<file path="src/rtl/core/sdle_pkg.sv">
// Shared sizes, op and status codes, datapath commands and helpers for the
// sorted delay list engine. No dependencies.
package sdle_pkg;

  localparam int NUM_SLOTS = 32;
  localparam int NUM_LISTS = 8;
  localparam int KEY_BITS  = 32;
  localparam int NUM_NODES = NUM_SLOTS + NUM_LISTS;

  localparam int SLOT_W  = (NUM_SLOTS > 1) ? $clog2(NUM_SLOTS) : 1;
  localparam int LIST_W  = (NUM_LISTS > 1) ? $clog2(NUM_LISTS) : 1;
  localparam int NODE_W  = $clog2(NUM_NODES);
  localparam int COUNT_W = $clog2(NUM_SLOTS + 1);

  // Request field widths as seen on the ports.
  localparam int OP_W      = 3;
  localparam int LIST_ID_W = 3;
  localparam int SLOT_ID_W = 5;
  localparam int STATUS_W  = 2;

  localparam logic [OP_W-1:0] OP_INIT   = 3'd0;
  localparam logic [OP_W-1:0] OP_FREE   = 3'd1;
  localparam logic [OP_W-1:0] OP_INSERT = 3'd2;
  localparam logic [OP_W-1:0] OP_SORTED = 3'd3;
  localparam logic [OP_W-1:0] OP_REMOVE = 3'd4;

  localparam logic [STATUS_W-1:0] STATUS_OK       = 2'd0;
  localparam logic [STATUS_W-1:0] STATUS_LINKED   = 2'd1;
  localparam logic [STATUS_W-1:0] STATUS_UNLINKED = 2'd2;

  typedef enum logic [3:0] {
    DP_NOP,
    DP_LATCH,       // capture the request
    DP_RD_SN,       // read both links of the slot
    DP_RD_CUR,      // a = cursor, read its successor
    DP_RD_TAIL,     // read predecessor of the sentinel
    DP_WALK_START,  // a = sentinel, read its successor
    DP_WALK_STEP,   // a = read successor, read its successor
    DP_GET_B,       // b = read successor
    DP_GET_TAIL,    // a = read predecessor, b = sentinel
    DP_LINK1,       // write the new slot's own links
    DP_LINK2,       // splice neighbors, commit insert, build result
    DP_RM_COMMIT,   // unsplice, commit remove, build result
    DP_RES_LINKED,  // result for a slot already in a list
    DP_RES_ZERO,    // all-zero result
    DP_RES_UNLINK,  // remove of a free slot
    DP_INIT         // clear a list, build result
  } dp_op_e;

  typedef struct packed {
    dp_op_e op;
    logic   out_load;
  } cmd_t;

  typedef struct packed {
    logic [OP_W-1:0] op;
    logic            linked;
    logic            key_max;
    logic            walk_stop;
  } stat_t;

  function automatic logic is_sent(input logic [NODE_W-1:0] n);
    return n >= NODE_W'(NUM_SLOTS);
  endfunction

  function automatic logic [NODE_W-1:0] sent_node(input logic [LIST_W-1:0] l);
    return NODE_W'(NUM_SLOTS) + NODE_W'(l);
  endfunction

  function automatic logic [LIST_W-1:0] sent_idx(input logic [NODE_W-1:0] n);
    logic [NODE_W-1:0] d;
    d = n - NODE_W'(NUM_SLOTS);
    return d[LIST_W-1:0];
  endfunction

endpackage

</file>
<file path="src/rtl/core/sdle_ram.sv">
// Generic single write port, single read port RAM with registered read.
// No dependencies.
module sdle_ram #(
  parameter int WIDTH = 8,
  parameter int DEPTH = 16
) (
  input  logic                     clk_i,
  input  logic                     we_i,
  input  logic [$clog2(DEPTH)-1:0] waddr_i,
  input  logic [WIDTH-1:0]         wdata_i,
  input  logic [$clog2(DEPTH)-1:0] raddr_i,
  output logic [WIDTH-1:0]         rdata_o
);

  logic [WIDTH-1:0] mem_q [DEPTH];
  logic [WIDTH-1:0] rdata_q;

  always_ff @(posedge clk_i) begin
    if (we_i) begin
      mem_q[waddr_i] <= wdata_i;
    end
    rdata_q <= mem_q[raddr_i];
  end

  assign rdata_o = rdata_q;

endmodule

</file>
<file path="src/rtl/core/sdle_ctrl.sv">
// Request sequencer of the sorted delay list engine: one op at a time.
// Depends on sdle_pkg.
module sdle_ctrl (
  input  logic             clk_i,
  input  logic             rst_ni,
  input  logic             in_valid_i,
  output logic             in_stall_o,
  output logic             out_valid_o,
  input  logic             out_stall_i,
  input  sdle_pkg::stat_t  stat_i,
  output sdle_pkg::cmd_t   cmd_o
);

  localparam logic [3:0] ST_IDLE   = 4'd0;
  localparam logic [3:0] ST_DEC    = 4'd1;
  localparam logic [3:0] ST_RES_L  = 4'd2;
  localparam logic [3:0] ST_GET_B  = 4'd3;
  localparam logic [3:0] ST_GET_T  = 4'd4;
  localparam logic [3:0] ST_WALK   = 4'd5;
  localparam logic [3:0] ST_LINK1  = 4'd6;
  localparam logic [3:0] ST_LINK2  = 4'd7;
  localparam logic [3:0] ST_RM     = 4'd8;
  localparam logic [3:0] ST_DONE   = 4'd9;

  logic [3:0] state_q, state_d;
  logic       out_valid_q, out_valid_d;
  logic       out_free;

  assign out_free   = !out_valid_q || !out_stall_i;
  assign in_stall_o = (state_q != ST_IDLE);

  always_comb begin
    state_d         = state_q;
    cmd_o.op        = sdle_pkg::DP_NOP;
    cmd_o.out_load  = 1'b0;
    unique case (state_q)
      ST_IDLE: begin
        if (in_valid_i) begin
          cmd_o.op = sdle_pkg::DP_LATCH;
          state_d  = ST_DEC;
        end
      end
      ST_DEC: begin
        state_d = ST_DONE;
        priority if (stat_i.op == sdle_pkg::OP_INIT) begin
          cmd_o.op = sdle_pkg::DP_INIT;
        end else if (stat_i.op == sdle_pkg::OP_FREE) begin
          if (stat_i.linked) begin
            cmd_o.op = sdle_pkg::DP_RD_SN;
            state_d  = ST_RES_L;
          end else begin
            cmd_o.op = sdle_pkg::DP_RES_ZERO;
          end
        end else if (stat_i.op == sdle_pkg::OP_INSERT ||
                     stat_i.op == sdle_pkg::OP_SORTED) begin
          if (stat_i.linked) begin
            cmd_o.op = sdle_pkg::DP_RD_SN;
            state_d  = ST_RES_L;
          end else if (stat_i.op == sdle_pkg::OP_INSERT) begin
            cmd_o.op = sdle_pkg::DP_RD_CUR;
            state_d  = ST_GET_B;
          end else if (stat_i.key_max) begin
            cmd_o.op = sdle_pkg::DP_RD_TAIL;
            state_d  = ST_GET_T;
          end else begin
            cmd_o.op = sdle_pkg::DP_WALK_START;
            state_d  = ST_WALK;
          end
        end else if (stat_i.op == sdle_pkg::OP_REMOVE) begin
          if (stat_i.linked) begin
            cmd_o.op = sdle_pkg::DP_RD_SN;
            state_d  = ST_RM;
          end else begin
            cmd_o.op = sdle_pkg::DP_RES_UNLINK;
          end
        end else begin
          cmd_o.op = sdle_pkg::DP_RES_ZERO;
        end
      end
      ST_RES_L: begin
        cmd_o.op = sdle_pkg::DP_RES_LINKED;
        state_d  = ST_DONE;
      end
      ST_GET_B: begin
        cmd_o.op = sdle_pkg::DP_GET_B;
        state_d  = ST_LINK1;
      end
      ST_GET_T: begin
        cmd_o.op = sdle_pkg::DP_GET_TAIL;
        state_d  = ST_LINK1;
      end
      ST_WALK: begin
        if (stat_i.walk_stop) begin
          cmd_o.op = sdle_pkg::DP_GET_B;
          state_d  = ST_LINK1;
        end else begin
          cmd_o.op = sdle_pkg::DP_WALK_STEP;
        end
      end
      ST_LINK1: begin
        cmd_o.op = sdle_pkg::DP_LINK1;
        state_d  = ST_LINK2;
      end
      ST_LINK2: begin
        cmd_o.op = sdle_pkg::DP_LINK2;
        state_d  = ST_DONE;
      end
      ST_RM: begin
        cmd_o.op = sdle_pkg::DP_RM_COMMIT;
        state_d  = ST_DONE;
      end
      ST_DONE: begin
        if (out_free) begin
          cmd_o.out_load = 1'b1;
          state_d        = ST_IDLE;
        end
      end
      default: begin
        state_d = ST_IDLE;
      end
    endcase
  end

  assign out_valid_d = cmd_o.out_load | (out_valid_q & out_stall_i);
  assign out_valid_o = out_valid_q;

  always_ff @(posedge clk_i or negedge rst_ni) begin
    if (!rst_ni) begin
      state_q     <= ST_IDLE;
      out_valid_q <= 1'b0;
    end else begin
      state_q     <= state_d;
      out_valid_q <= out_valid_d;
    end
  end

  // a held result is never overwritten
  a_no_overwrite: assert property (@(posedge clk_i) disable iff (!rst_ni)
    cmd_o.out_load |-> !(out_valid_q && out_stall_i))
    else $error("result overwritten while stalled");

  // an accepted request is decoded in the next cycle
  a_accept_dec: assert property (@(posedge clk_i) disable iff (!rst_ni)
    (in_valid_i && !in_stall_o) |=> (state_q == ST_DEC))
    else $error("accepted request not decoded");

  // each request loads exactly one result before the next is taken
  a_one_result: assert property (@(posedge clk_i) disable iff (!rst_ni)
    cmd_o.out_load |=> (state_q == ST_IDLE))
    else $error("result load outside request end");

endmodule

</file>
<file path="src/rtl/core/sdle_dp.sv">
// Datapath of the sorted delay list engine: link RAMs, slot and list state,
// walk compare and result registers. Depends on sdle_pkg and sdle_ram.
module sdle_dp (
  input  logic                                clk_i,
  input  logic                                rst_ni,
  input  logic [sdle_pkg::OP_W-1:0]           op_i,
  input  logic [sdle_pkg::LIST_ID_W-1:0]      list_id_i,
  input  logic [sdle_pkg::SLOT_ID_W-1:0]      slot_i,
  input  logic [sdle_pkg::KEY_BITS-1:0]       key_i,
  input  sdle_pkg::cmd_t                      cmd_i,
  output sdle_pkg::stat_t                     stat_o,
  output logic [sdle_pkg::STATUS_W-1:0]       status_o,
  output logic [sdle_pkg::COUNT_W-1:0]        list_count_o,
  output logic [sdle_pkg::NODE_W-1:0]         prev_link_o,
  output logic [sdle_pkg::NODE_W-1:0]         next_link_o,
  output logic [sdle_pkg::NODE_W-1:0]         cursor_pos_o
);

  localparam int NW = sdle_pkg::NODE_W;
  localparam int LW = sdle_pkg::LIST_W;
  localparam int SW = sdle_pkg::SLOT_W;
  localparam int CW = sdle_pkg::COUNT_W;
  localparam int KW = sdle_pkg::KEY_BITS;
  localparam int NS = sdle_pkg::NUM_SLOTS;
  localparam int NL = sdle_pkg::NUM_LISTS;

  // request
  logic [sdle_pkg::OP_W-1:0] op_q;
  logic [LW-1:0]             l_q;
  logic [SW-1:0]             s_q;
  logic [KW-1:0]             key_q;
  logic [NW-1:0]             a_q, b_q;

  // slot and list state
  logic          linked_q [NS];
  logic [LW-1:0] owner_q  [NS];
  logic [KW-1:0] skey_q   [NS];
  logic [NW-1:0] cursor_q [NL];
  logic [CW-1:0] size_q   [NL];
  // sentinel entries of the link RAMs read as self-pointing until written
  logic [NL-1:0] nv_q, pv_q;

  // link RAM ports
  logic          nxt_we, prv_we;
  logic [NW-1:0] nxt_wa, nxt_wd, prv_wa, prv_wd;
  logic [NW-1:0] nxt_ra, prv_ra, nxt_ra_q, prv_ra_q;
  logic [NW-1:0] nxt_rd, prv_rd, nxt_eff, prv_eff;

  // result
  logic                          res_we;
  logic [sdle_pkg::STATUS_W-1:0] res_st_d, res_st_q;
  logic [CW-1:0]                 res_cnt_d, res_cnt_q;
  logic [NW-1:0]                 res_pl_d, res_pl_q, res_nl_d, res_nl_q, res_cur_d, res_cur_q;

  logic [NW-1:0] sent;
  logic [LW-1:0] aff;
  logic [KW-1:0] key_b;

  sdle_ram #(.WIDTH(NW), .DEPTH(sdle_pkg::NUM_NODES)) u_nxt_ram (
    .clk_i   (clk_i),
    .we_i    (nxt_we),
    .waddr_i (nxt_wa),
    .wdata_i (nxt_wd),
    .raddr_i (nxt_ra),
    .rdata_o (nxt_rd)
  );

  sdle_ram #(.WIDTH(NW), .DEPTH(sdle_pkg::NUM_NODES)) u_prv_ram (
    .clk_i   (clk_i),
    .we_i    (prv_we),
    .waddr_i (prv_wa),
    .wdata_i (prv_wd),
    .raddr_i (prv_ra),
    .rdata_o (prv_rd)
  );

  assign sent = sdle_pkg::sent_node(l_q);
  assign aff  = (op_q == sdle_pkg::OP_FREE || op_q == sdle_pkg::OP_REMOVE) ?
                owner_q[s_q] : l_q;

  assign nxt_eff = (sdle_pkg::is_sent(nxt_ra_q) && !nv_q[sdle_pkg::sent_idx(nxt_ra_q)]) ?
                   nxt_ra_q : nxt_rd;
  assign prv_eff = (sdle_pkg::is_sent(prv_ra_q) && !pv_q[sdle_pkg::sent_idx(prv_ra_q)]) ?
                   prv_ra_q : prv_rd;

  assign key_b = skey_q[nxt_eff[SW-1:0]];

  assign stat_o.op        = op_q;
  assign stat_o.linked    = linked_q[s_q];
  assign stat_o.key_max   = (key_q == {KW{1'b1}});
  assign stat_o.walk_stop = sdle_pkg::is_sent(nxt_eff) || (key_b > key_q);

  always_comb begin
    nxt_we    = 1'b0;
    prv_we    = 1'b0;
    nxt_wa    = a_q;
    nxt_wd    = b_q;
    prv_wa    = b_q;
    prv_wd    = a_q;
    nxt_ra    = nxt_ra_q;
    prv_ra    = prv_ra_q;
    res_we    = 1'b0;
    res_st_d  = sdle_pkg::STATUS_OK;
    res_cnt_d = '0;
    res_pl_d  = '0;
    res_nl_d  = '0;
    res_cur_d = '0;
    unique case (cmd_i.op)
      sdle_pkg::DP_RD_SN: begin
        nxt_ra = NW'(s_q);
        prv_ra = NW'(s_q);
      end
      sdle_pkg::DP_RD_CUR:     nxt_ra = cursor_q[l_q];
      sdle_pkg::DP_RD_TAIL:    prv_ra = sent;
      sdle_pkg::DP_WALK_START: nxt_ra = sent;
      sdle_pkg::DP_WALK_STEP:  nxt_ra = nxt_eff;
      sdle_pkg::DP_LINK1: begin
        nxt_we = 1'b1;
        nxt_wa = NW'(s_q);
        nxt_wd = b_q;
        prv_we = 1'b1;
        prv_wa = NW'(s_q);
        prv_wd = a_q;
      end
      sdle_pkg::DP_LINK2: begin
        nxt_we    = 1'b1;
        nxt_wa    = a_q;
        nxt_wd    = NW'(s_q);
        prv_we    = 1'b1;
        prv_wa    = b_q;
        prv_wd    = NW'(s_q);
        res_we    = 1'b1;
        res_cnt_d = size_q[l_q] + CW'(1);
        res_pl_d  = a_q;
        res_nl_d  = b_q;
        res_cur_d = (op_q == sdle_pkg::OP_INSERT) ? NW'(s_q) : cursor_q[l_q];
      end
      sdle_pkg::DP_RM_COMMIT: begin
        nxt_we    = 1'b1;
        nxt_wa    = prv_eff;
        nxt_wd    = nxt_eff;
        prv_we    = 1'b1;
        prv_wa    = nxt_eff;
        prv_wd    = prv_eff;
        res_we    = 1'b1;
        res_cnt_d = (size_q[aff] != '0) ? size_q[aff] - CW'(1) : '0;
        res_pl_d  = prv_eff;
        res_nl_d  = nxt_eff;
        res_cur_d = (cursor_q[aff] == NW'(s_q)) ? prv_eff : cursor_q[aff];
      end
      sdle_pkg::DP_RES_LINKED: begin
        res_we    = 1'b1;
        res_st_d  = sdle_pkg::STATUS_LINKED;
        res_cnt_d = size_q[aff];
        res_pl_d  = prv_eff;
        res_nl_d  = nxt_eff;
        res_cur_d = cursor_q[aff];
      end
      sdle_pkg::DP_RES_ZERO:   res_we = 1'b1;
      sdle_pkg::DP_RES_UNLINK: begin
        res_we   = 1'b1;
        res_st_d = sdle_pkg::STATUS_UNLINKED;
      end
      sdle_pkg::DP_INIT: begin
        res_we    = 1'b1;
        res_pl_d  = sent;
        res_nl_d  = sent;
        res_cur_d = sent;
      end
      default: ;
    endcase
  end

  // control state
  always_ff @(posedge clk_i or negedge rst_ni) begin
    if (!rst_ni) begin
      nv_q <= '0;
      pv_q <= '0;
      for (int i = 0; i < NS; i++) linked_q[i] <= 1'b0;
      for (int j = 0; j < NL; j++) begin
        cursor_q[j] <= sdle_pkg::sent_node(LW'(j));
        size_q[j]   <= '0;
      end
    end else begin
      if (nxt_we && sdle_pkg::is_sent(nxt_wa)) nv_q[sdle_pkg::sent_idx(nxt_wa)] <= 1'b1;
      if (prv_we && sdle_pkg::is_sent(prv_wa)) pv_q[sdle_pkg::sent_idx(prv_wa)] <= 1'b1;
      unique case (cmd_i.op)
        sdle_pkg::DP_LINK2: begin
          linked_q[s_q] <= 1'b1;
          size_q[l_q]   <= res_cnt_d;
          cursor_q[l_q] <= res_cur_d;
        end
        sdle_pkg::DP_RM_COMMIT: begin
          linked_q[s_q] <= 1'b0;
          size_q[aff]   <= res_cnt_d;
          cursor_q[aff] <= res_cur_d;
        end
        sdle_pkg::DP_INIT: begin
          nv_q[l_q]     <= 1'b0;
          pv_q[l_q]     <= 1'b0;
          cursor_q[l_q] <= sent;
          size_q[l_q]   <= '0;
          for (int i = 0; i < NS; i++) begin
            if (linked_q[i] && owner_q[i] == l_q) linked_q[i] <= 1'b0;
          end
        end
        default: ;
      endcase
    end
  end

  // payload
  always_ff @(posedge clk_i) begin
    nxt_ra_q <= nxt_ra;
    prv_ra_q <= prv_ra;
    if (cmd_i.op == sdle_pkg::DP_LATCH) begin
      op_q  <= op_i;
      l_q   <= list_id_i[LW-1:0];
      s_q   <= slot_i[SW-1:0];
      key_q <= key_i[KW-1:0];
    end
    unique case (cmd_i.op)
      sdle_pkg::DP_RD_CUR:     a_q <= cursor_q[l_q];
      sdle_pkg::DP_WALK_START: a_q <= sent;
      sdle_pkg::DP_WALK_STEP:  a_q <= nxt_eff;
      sdle_pkg::DP_GET_B:      b_q <= nxt_eff;
      sdle_pkg::DP_GET_TAIL: begin
        a_q <= prv_eff;
        b_q <= sent;
      end
      sdle_pkg::DP_LINK2: begin
        skey_q[s_q]  <= key_q;
        owner_q[s_q] <= l_q;
      end
      default: ;
    endcase
    if (res_we) begin
      res_st_q  <= res_st_d;
      res_cnt_q <= res_cnt_d;
      res_pl_q  <= res_pl_d;
      res_nl_q  <= res_nl_d;
      res_cur_q <= res_cur_d;
    end
    if (cmd_i.out_load) begin
      status_o     <= res_st_q;
      list_count_o <= res_cnt_q;
      prev_link_o  <= res_pl_q;
      next_link_o  <= res_nl_q;
      cursor_pos_o <= res_cur_q;
    end
  end

  // the walk only advances over slots, never past a sentinel
  a_walk_slot: assert property (@(posedge clk_i) disable iff (!rst_ni)
    (cmd_i.op == sdle_pkg::DP_WALK_STEP) |-> !sdle_pkg::is_sent(nxt_eff))
    else $error("walk stepped onto a sentinel");

  // an insert commit leaves the slot linked
  a_ins_linked: assert property (@(posedge clk_i) disable iff (!rst_ni)
    (cmd_i.op == sdle_pkg::DP_LINK2) |=> linked_q[s_q])
    else $error("inserted slot not linked");

endmodule

</file>
<file path="src/rtl/core/sorted_delay_list_engine.sv">
// Top level of the sorted delay list engine: request sequencer plus datapath.
// Depends on sdle_pkg, sdle_ctrl, sdle_dp (and sdle_ram through sdle_dp).

// Keeps eight sorted doubly linked lists over 32 item slots, each closed by a
// sentinel node (32 plus list id) that counts as the maximum key. One request
// is handled at a time and gives exactly one result. After the decode state,
// init, free of a free slot, remove of a free slot and undefined ops go
// straight to the done state; free or insert of a linked slot reads the
// slot's links and then builds the result, and remove of a linked slot reads
// them and then commits the unsplice; insert at cursor and a maximum-key
// sorted insert read a neighbor, then write the slot's links and splice it
// in. A sorted insert walks the list one entry per cycle through the
// next-link RAM read port before it links. The sequencer returns to idle
// before it takes the next request. The request channel stalls while a
// request is in work; a finished result sits in the output register, so the
// next request is taken while it waits, but that next request holds in its
// last step until the output is free.
module sorted_delay_list_engine (
  input  logic                                clk_i,
  input  logic                                rst_ni,
  // request channel
  input  logic                                in_valid_i,
  output logic                                in_stall_o,
  input  logic [sdle_pkg::OP_W-1:0]           op_i,
  input  logic [sdle_pkg::LIST_ID_W-1:0]      list_id_i,
  input  logic [sdle_pkg::SLOT_ID_W-1:0]      slot_i,
  input  logic [sdle_pkg::KEY_BITS-1:0]       key_i,
  // result channel
  output logic                                out_valid_o,
  input  logic                                out_stall_i,
  output logic [sdle_pkg::STATUS_W-1:0]       status_o,
  output logic [sdle_pkg::COUNT_W-1:0]        list_count_o,
  output logic [sdle_pkg::NODE_W-1:0]         prev_link_o,
  output logic [sdle_pkg::NODE_W-1:0]         next_link_o,
  output logic [sdle_pkg::NODE_W-1:0]         cursor_pos_o
);

  sdle_pkg::cmd_t  cmd;
  sdle_pkg::stat_t stat;

  // sequencer: one state per link RAM access or commit step
  sdle_ctrl u_ctrl (
    .clk_i       (clk_i),
    .rst_ni      (rst_ni),
    .in_valid_i  (in_valid_i),
    .in_stall_o  (in_stall_o),
    .out_valid_o (out_valid_o),
    .out_stall_i (out_stall_i),
    .stat_i      (stat),
    .cmd_o       (cmd)
  );

  // datapath: link RAMs, slot keys, ownership, cursors, counts, result regs
  sdle_dp u_dp (
    .clk_i        (clk_i),
    .rst_ni       (rst_ni),
    .op_i         (op_i),
    .list_id_i    (list_id_i),
    .slot_i       (slot_i),
    .key_i        (key_i),
    .cmd_i        (cmd),
    .stat_o       (stat),
    .status_o     (status_o),
    .list_count_o (list_count_o),
    .prev_link_o  (prev_link_o),
    .next_link_o  (next_link_o),
    .cursor_pos_o (cursor_pos_o)
  );

endmodule
</file>
<file path="config.mk">
export PLATFORM = sky130hd
export DESIGN_NAME = sorted_delay_list_engine
export DESIGN_NICKNAME = d
export VERILOG_FILES = /design/src/rtl/core/sdle_pkg.sv /design/src/rtl/core/sdle_ram.sv /design/src/rtl/core/sdle_ctrl.sv /design/src/rtl/core/sdle_dp.sv /design/src/rtl/core/sorted_delay_list_engine.sv
export SDC_FILE = /design/constraint.sdc
export NUM_CORES = 2
export LEC_CHECK = 0
export BUFFER_PORTS_ARGS = -buffer_cell sky130_fd_sc_hd__buf_2
export CORE_MARGIN = 8
export CORE_UTILIZATION = 30
export DETAILED_ROUTE_END_ITERATION = 6
export SYNTH_ARGS = -nofsm -noshare
export SYNTH_HDL_FRONTEND = slang
export SYNTH_SLANG_ARGS = --single-unit
</file>
<file path="constraint.sdc">
create_clock -name clk_i -period 18.3 [get_ports clk_i]
set_clock_uncertainty 0.15 [all_clocks]
set_input_delay 3.66 -clock clk_i [delete_from_list [all_inputs] [get_ports clk_i]]
set_output_delay 3.66 -clock clk_i [all_outputs]
set_load 0.005 [all_outputs]
</file>
# --- After elaboration in Yosys (flattened, before gate mapping) ---
# Memories as Yosys holds them, arrays and structs flattened. A register that Yosys moved wholly into a read port is not among the register bits.
# Cells that the tools add are included.
totals:
  output_inout_bits: 28
  ramBits: 1600
  regBits: 268
  inputBits: 47
  word_cells: 433
  n_memories: 4
op_classes:
  n_reduce_logical: 95
  n_eq_ne: 97
  muxes: 125
  n_bitwise: 15
  addsub: 7
  magnitude_cmp: 20
memory_table:
  columns: ["name", "depth", "width", "read_ports", "rd_clocked_by_memory_dff", "wr", "line_no", "source"]
  rows:
  - ["u_dp.skey_q", 32, 32, 1, 0, 1, "sdle_dp.sv:37", "logic [KW-1:0] skey_q [NS];"]
  - ["u_dp.u_nxt_ram.mem_q", 40, 6, 1, 1, 1, "sdle_ram.sv:15", "logic [WIDTH-1:0] mem_q [DEPTH];"]
  - ["u_dp.u_prv_ram.mem_q", 40, 6, 1, 1, 1, "sdle_ram.sv:15", null]
  - ["u_dp.owner_q", 32, 3, 33, 1, 1, "sdle_dp.sv:36", "logic [LW-1:0] owner_q [NS];"]
op_table:
  columns: ["cell", "n"]
  rows:
  - ["48-bit one-hot mux with 3 select lines", 2]
  - ["48-bit bitwise mux", 5]
  - ["3-bit == test", 32]
  - ["32-bit one-hot mux with 3 select lines", 1]
  - ["6-bit 2-to-1 mux", 15]
  - ["6-bit binary-select mux with 3-bit select", 4]
  - ["6-bit one-hot mux with 2 select lines", 6]
  - ["6-bit one-hot mux with 4 select lines", 3]
  - ["2-bit by 1-bit inequality test with 1-bit output, second input constant", 33]
  - ["4-bit 2-to-1 mux", 16]
  - ["2-bit AND reduction", 32]
  - ["6-bit one-hot mux with 3 select lines", 3]
  - ["1-bit 2-to-1 mux", 52]
  - ["48-bit AND", 1]
  - ["48-bit NOT", 1]
  - ["1-bit logical AND", 42]
  - ["4-bit == test, second input constant", 10]
  - ["6-bit demux with 3-bit select", 2]
  - ["6-bit greater-or-equal comparator, second input constant", 6]
  - ["4-bit one-hot mux with 9 select lines", 1]
  - ["32-bit AND", 1]
  - ["32-bit == test, second input constant", 1]
  - ["4-bit by 3-bit == test with 1-bit output, second input constant", 8]
  - ["32-bit > comparator", 1]
  - ["46 further kinds", 81]

# --- Longest topological paths before layout ---
# An unclocked memory read counts as a cell.
depth:
  word_depth: 22
  depth_mapped: 32
  mapped_depth_nobuf: 24

# --- By module ---
# A second synthesis with hierarchy kept.
hier_totals:
  hier_cells: 5063
  area_unflattened_um2: 79851.6
by_module_without_submodules:
  columns: ["module", "cells_per_inst", "n_inst", "area_each_um2"]
  rows:
  - ["sdle_dp", 3914, 1, 59627.2]
  - ["sdle_ram", 538, 2, 9830.7]
  - ["sdle_ctrl", 73, 1, 563.0]

# --- Least setup slack after synthesis ---
# Ideal clock, no wire load.
synth_timing:
  kind: "reg-to-reg"
  startpoint: "register u_dp.nxt_ra_q[0]"
  endpoint: "memory u_dp.owner_q[16][0] (netlist name), enable pin"
  period_less_slack_ps: 8236
  path_stages_with_launch: 25
  t_required_ps: 17723
  slack_ps: 10064
  arrival_time_ps: 7659
  n_path_buf: 6
  path_cell_list: "dfxtp_1 > mux4_2 > mux2i_1 > nand2_1 > mux2_2 > clkbuf_1 > buf_1 > buf_1 > mux4_2 > mux2i_1 > nand2_1 > o211ai_1 > o21ai_0 > ha_1 > nand4_1 > or4_1 > or4b_1 > a31oi_1 > or3_1 > buf_6 > nor3_4 > nand2_1 > clkbuf_1 > buf_1 > nor2_1"
synth_via:
  elab_chain_len: 14
  elab_cells_between_ends: 16
  cone_classes: "add/sub (1); order compare (3); eq/ne (1); mux (7); reduce/logical (3); memory (1)"
synth_rtl:
  columns: ["item", "line_no", "source"]
  rows:
  - ["from (decl)", "sdle_dp.sv:46", "logic [NW-1:0] nxt_ra, prv_ra, nxt_ra_q, prv_ra_q;"]
  - ["from (signal assigned)", "sdle_dp.sv:214", "nxt_ra_q <= nxt_ra;"]
  - ["3-bit by 1-bit subtractor with 3-bit output", "sdle_pkg.sv:72", "d = n - NODE_W'(NUM_SLOTS);"]
  - ["1-bit binary-select mux with 3-bit select", "sdle_dp.sv:81", "assign nxt_eff = (sdle_pkg::is_sent(nxt_ra_q) && !nv_q[sdle_pkg::sent_idx(nxt_ra_q)]) ?"]
  - ["1-bit 2-to-1 mux (implied by the code)", "sdle_dp.sv:81", null]
  - ["1-bit logical NOT", "sdle_dp.sv:81", null]
  - ["1-bit logical AND", "sdle_dp.sv:81", null]
  - ["6-bit 2-to-1 mux (*)", "sdle_dp.sv:81", null]
  - ["memory 32 x 32 bit", null, null]
  - ["32-bit > comparator", "sdle_dp.sv:91", "assign stat_o.walk_stop = sdle_pkg::is_sent(nxt_eff) || (key_b > key_q);"]
  - ["1-bit logical OR (*)", "sdle_dp.sv:91", null]
  - ["1-bit 2-to-1 mux (*)", "sdle_ctrl.sv:93", "if (stat_i.walk_stop) begin"]
  - ["4-bit one-hot mux with 9 select lines (*)", "sdle_ctrl.sv:36", "unique case (state_q)"]
  - ["4-bit == test (*)", "sdle_dp.sv:222", "unique case (cmd_i.op)"]
  - ["1-bit 2-to-1 mux (*)", "sdle_dp.sv:222", null]
  - ["1-bit 2-to-1 mux (implied by the code) (*)", "sdle_dp.sv:233", "owner_q[s_q] <= l_q;"]
  - ["to (decl)", "sdle_dp.sv:36", null]
# Every way passes the cells marked *; elsewhere a longest branch is shown, timed or not. The select of a mux whose other input is x is not followed.

# --- Worst setup path in the final report ---
layout_timing:
  startpoint: "register u_dp.nxt_ra_q[0]"
  endpoint: "register u_dp.u_nxt_ram.rdata_q[3] (netlist: u_dp.u_nxt_ram.rdata_o[3]) (read register of u_dp.u_nxt_ram.mem_q)"
layout_via:
  elab_chain_len: 13
  elab_cells_between_ends: 18
  cone_classes: "add/sub (1); order compare (3); eq/ne (4); mux (6); reduce/logical (3); memory (1)"
layout_rtl:
  columns: ["item", "line_no", "source"]
  rows:
  - ["3-bit by 1-bit subtractor with 3-bit output", "sdle_pkg.sv:72", null]
  - ["1-bit binary-select mux with 3-bit select", "sdle_dp.sv:81", null]
  - ["1-bit 2-to-1 mux (implied by the code)", "sdle_dp.sv:81", null]
  - ["1-bit logical NOT", "sdle_dp.sv:81", null]
  - ["1-bit logical AND", "sdle_dp.sv:81", null]
  - ["6-bit 2-to-1 mux", "sdle_dp.sv:81", null]
  - ["memory 32 x 32 bit", null, null]
  - ["32-bit > comparator", "sdle_dp.sv:91", null]
  - ["1-bit logical OR", "sdle_dp.sv:91", null]
  - ["1-bit 2-to-1 mux", "sdle_ctrl.sv:93", null]
  - ["4-bit one-hot mux with 9 select lines", "sdle_ctrl.sv:36", null]
  - ["4-bit by 3-bit == test with 1-bit output / 4-bit by 2-bit == test with 1-bit output (equally long branches)", "sdle_dp.sv:108", "unique case (cmd_i.op)"]
  - ["6-bit one-hot mux with 4 select lines (*)", "sdle_dp.sv:108", null]
  - ["to (decl)", "sdle_ram.sv:16", "logic [WIDTH-1:0] rdata_q;"]
# Marked as above.
# A chain may end at the register's enable or synchronous reset.

==> summary.md <==
| Metric | Value |
|---|---|
| Outcome | complete, no violations |
| Yosys cell types | 100 |
| Min cycle time layout | 11.55 ns |
| Tightest Pin Transition | 1.339 ns |
| Post-synth EDFFs | 1,707 |
| Max clock buf depth | 3 |
| Area Overhead vs Synth | 14.29% |
| Unrepaired setup endpoints after global routing | false |
| #FFs+latches synth | 1,885 |
| Max Cap Viol | 0 |
| ANT nets after route | 0 |
| Die area | 281,300 sq um |
| Vias after detailed routing | 46,390 |
| # DRC | 0 |
| Final cell count without fillers | 8,749 |
| Crit Path Class | register to register |
| R2R cell count | 26 |
| Mapped Cells | 4,943 |
| Num CTS Buffers | 190 |
| VDD IR-drop max | 0.0002228 V |
| IO Pins | 75 |
| Commonest non-fill, non-tap cell in the layout | edfxtp_1 |
| Row Count | 189 |
| Drt pass-1 iters | 6 |
| Core area | 264,100 sq um |
| Setup TNS | 0 ns |
| Fin crit share | 63.11% |
| Sequential cell area fraction in the yosys report | 70.05% |
| Avg Cell Area, Syn | 16.06 sq um |
| Placer congestion estimate | 0.8895 |
| Total power | 16.62 mW |
| CP peak stage delay | 0.89 ns |
| CP most frequent cell | buf_4 |
| Die X | 530.3 um |
| Port bufs | 74 |
| Pin count of the biggest net entering global routing | 120 |
| Global-route wire length before repair | 318,700 um |
| Detailed router's first-iteration violation count | 5,822 |
| Total Routing Usage GR | 15.01% |
| Vias in the first global route | 46,290 |
| Final WL | 219,100 um |
| DIE HEIGHT | 530.3 um |
| GRT overflow | 0 |
| WP buf/inv | 5 |
| Slew Viols, Final | 0 |
| Arrival time worst endpoint | 12.07 ns |
| Post-CTS Resized | 0 |
| Critical path's top delay family | buffers and inverters |
| CTS clk-pin slew, worst paths | 0.06 ns |
| Initial Util | 30.05% |
| Postcts setup bufs | 0 |
| Post-synth net total | 5,025 |
| Commonest non-fill, non-tap cells in the layout | edfxtp_1, nand2_1, mux2i_1 |
| Worst-Skew Late Latency | 0.87 ns |
| CTS Sinks | 1,885 |
| Leak pwr | 29.82 nW |
| Setup-failing EPs final | 0 |
| Fmax | 86.59 MHz |
| CTS root buf | clkbuf_16 |
| Critical-path top delay cell | buf_4 |
| CP startpoint kind | register |
| H-tree Lvls | 4 |
| HPWL after DPL | 124,800 um |
| Slew HR | 9.820% |
| Crit end category | register |
| Post-Route Utilization | 34.34% |
| Ys flop type | edfxtp_1 |
| Cell Area, Synth | 79,360 sq um |
| Share of cells above drive strength 1 | 18.73% |
| Type of the worst min-delay path | register to register |
| Antenna violations before repair | 15 |
| Vias per cell | 5.302 |
| CP max FO | 91 |
| CTS tree | done |
| Hold buffers post-CTS | 0 |
| Worst Path Required | 18.82 ns |
| Power per cell area | 183.2 nW/um^2 |
| Final nets | 5,139 |
| Hold Path Depth | 0 |
| Post-synth ARST share | 7.905% |
| Wire length per cell | 25.04 um |
| Final hold violation count | 0 |
| Crit path depth | 26 |
| Number of cells after detailed placement | 8,398 |
| Synthesis Warnings | 0 |
==> routing by layer <==
layer	part of all wire, %	vias up	GRT usage, %
met4	3.5	6	5.283
met5	0.018	-	0
met1	42	23970	20.50
met2	47	2121	24.21
met3	7.3	484	2.614
li1	-	19810	-
==> worst paths after layout <==
path,start,end,slack (ns)
min in group asynchronous,rst_ni,u_dp.linked_q[30],2.71
worst min register to register,u_dp.res_cnt_q[1],u_dp.list_count_o[1],0.27
worst max-delay path,u_dp.nxt_ra_q[0],u_dp.u_nxt_ram.rdata_o[3],6.75
max in group asynchronous,rst_ni,asynchronous set/reset pin,13.66
worst max register to register,u_dp.nxt_ra_q[0],u_dp.u_nxt_ram.rdata_o[3],6.75
worst min-delay path,u_dp.res_cnt_q[1],u_dp.list_count_o[1],0.27
==> state kept, by name, summed over array words and instances (netlist names), 8 cells and up, named ones only <==
signal                count
u_dp.skey_q            1024
u_dp.u_nxt_ram.mem_q    240
u_dp.u_prv_ram.mem_q    240
u_dp.owner_q             96
u_dp.key_q               32
u_dp.linked_q            32
u_dp.nv_q                 8
u_dp.pv_q                 8
==> report_power, final <==
part | internal [mW] | switching, mW
Combinational | 2.76 | 4.30
Clock | 2.21 | 1.70
Sequential | 5.38 | 0.262
==> stage by stage <==
step	setup slack, ns	hold WS [ns]	cell area [sq um]
6_report	6.751	0.2707	90700
5_1_grt	5.981	0.2791	90700
4_1_cts	6.618	0.2700	90690
3_5_place_dp	6.671	0.2556	84360
3_3_place_gp	6.765	0.2554	84360
2_1_floorplan	10.06	0.2503	79360
==> final cells by class <==
class	count	area (sq um)
Fill cell	25030	173400
Multi-Input combinational cell	2688	22590
Timing Repair Buffer	214	1465
Sequential cell	1885	55590
Inverter	78	294.0
Clock inverter	101	1196
Clock buffer	246	5136
Antenna cell	4	10.01
Tap cell	3533	4420
==> cells in the mapped netlist (all sizes together), types with 52 or more instances <==
library cell	count	area (sq um)
inv	76	285.3
mux2i	295	2953
nand4	59	390.4
nor3	52	316.6
o22ai	55	344.1
nor2	287	1095
a31oi	59	369.1
nand3	61	305.3
o21ai	191	967.2
mux2	77	867.1
a22o	64	560.5
o211ai	71	538.0
edfxtp	1707	51260
mux4	279	6284
nand2	380	1426
dfrtp	129	3228
clkbuf	160	600.6
a21oi	224	1136
xnor2	104	910.9
buf	132	714.4
==> cell families (layout without fill, tap and decap cells) <==
logic type	count (synthesis)	count (layout)	share of synthesized area (%)
compound gates	933	933	7.935
xor+xnor	106	106	1.170
mux	651	651	12.73
buf+inv	370	639	2.026
simple gates	963	963	5.540
other cells	0	4	0
flops	1885	1885	70.05
fa+ha+maj	35	35	0.5518
(Power assumes the default switching activity.)
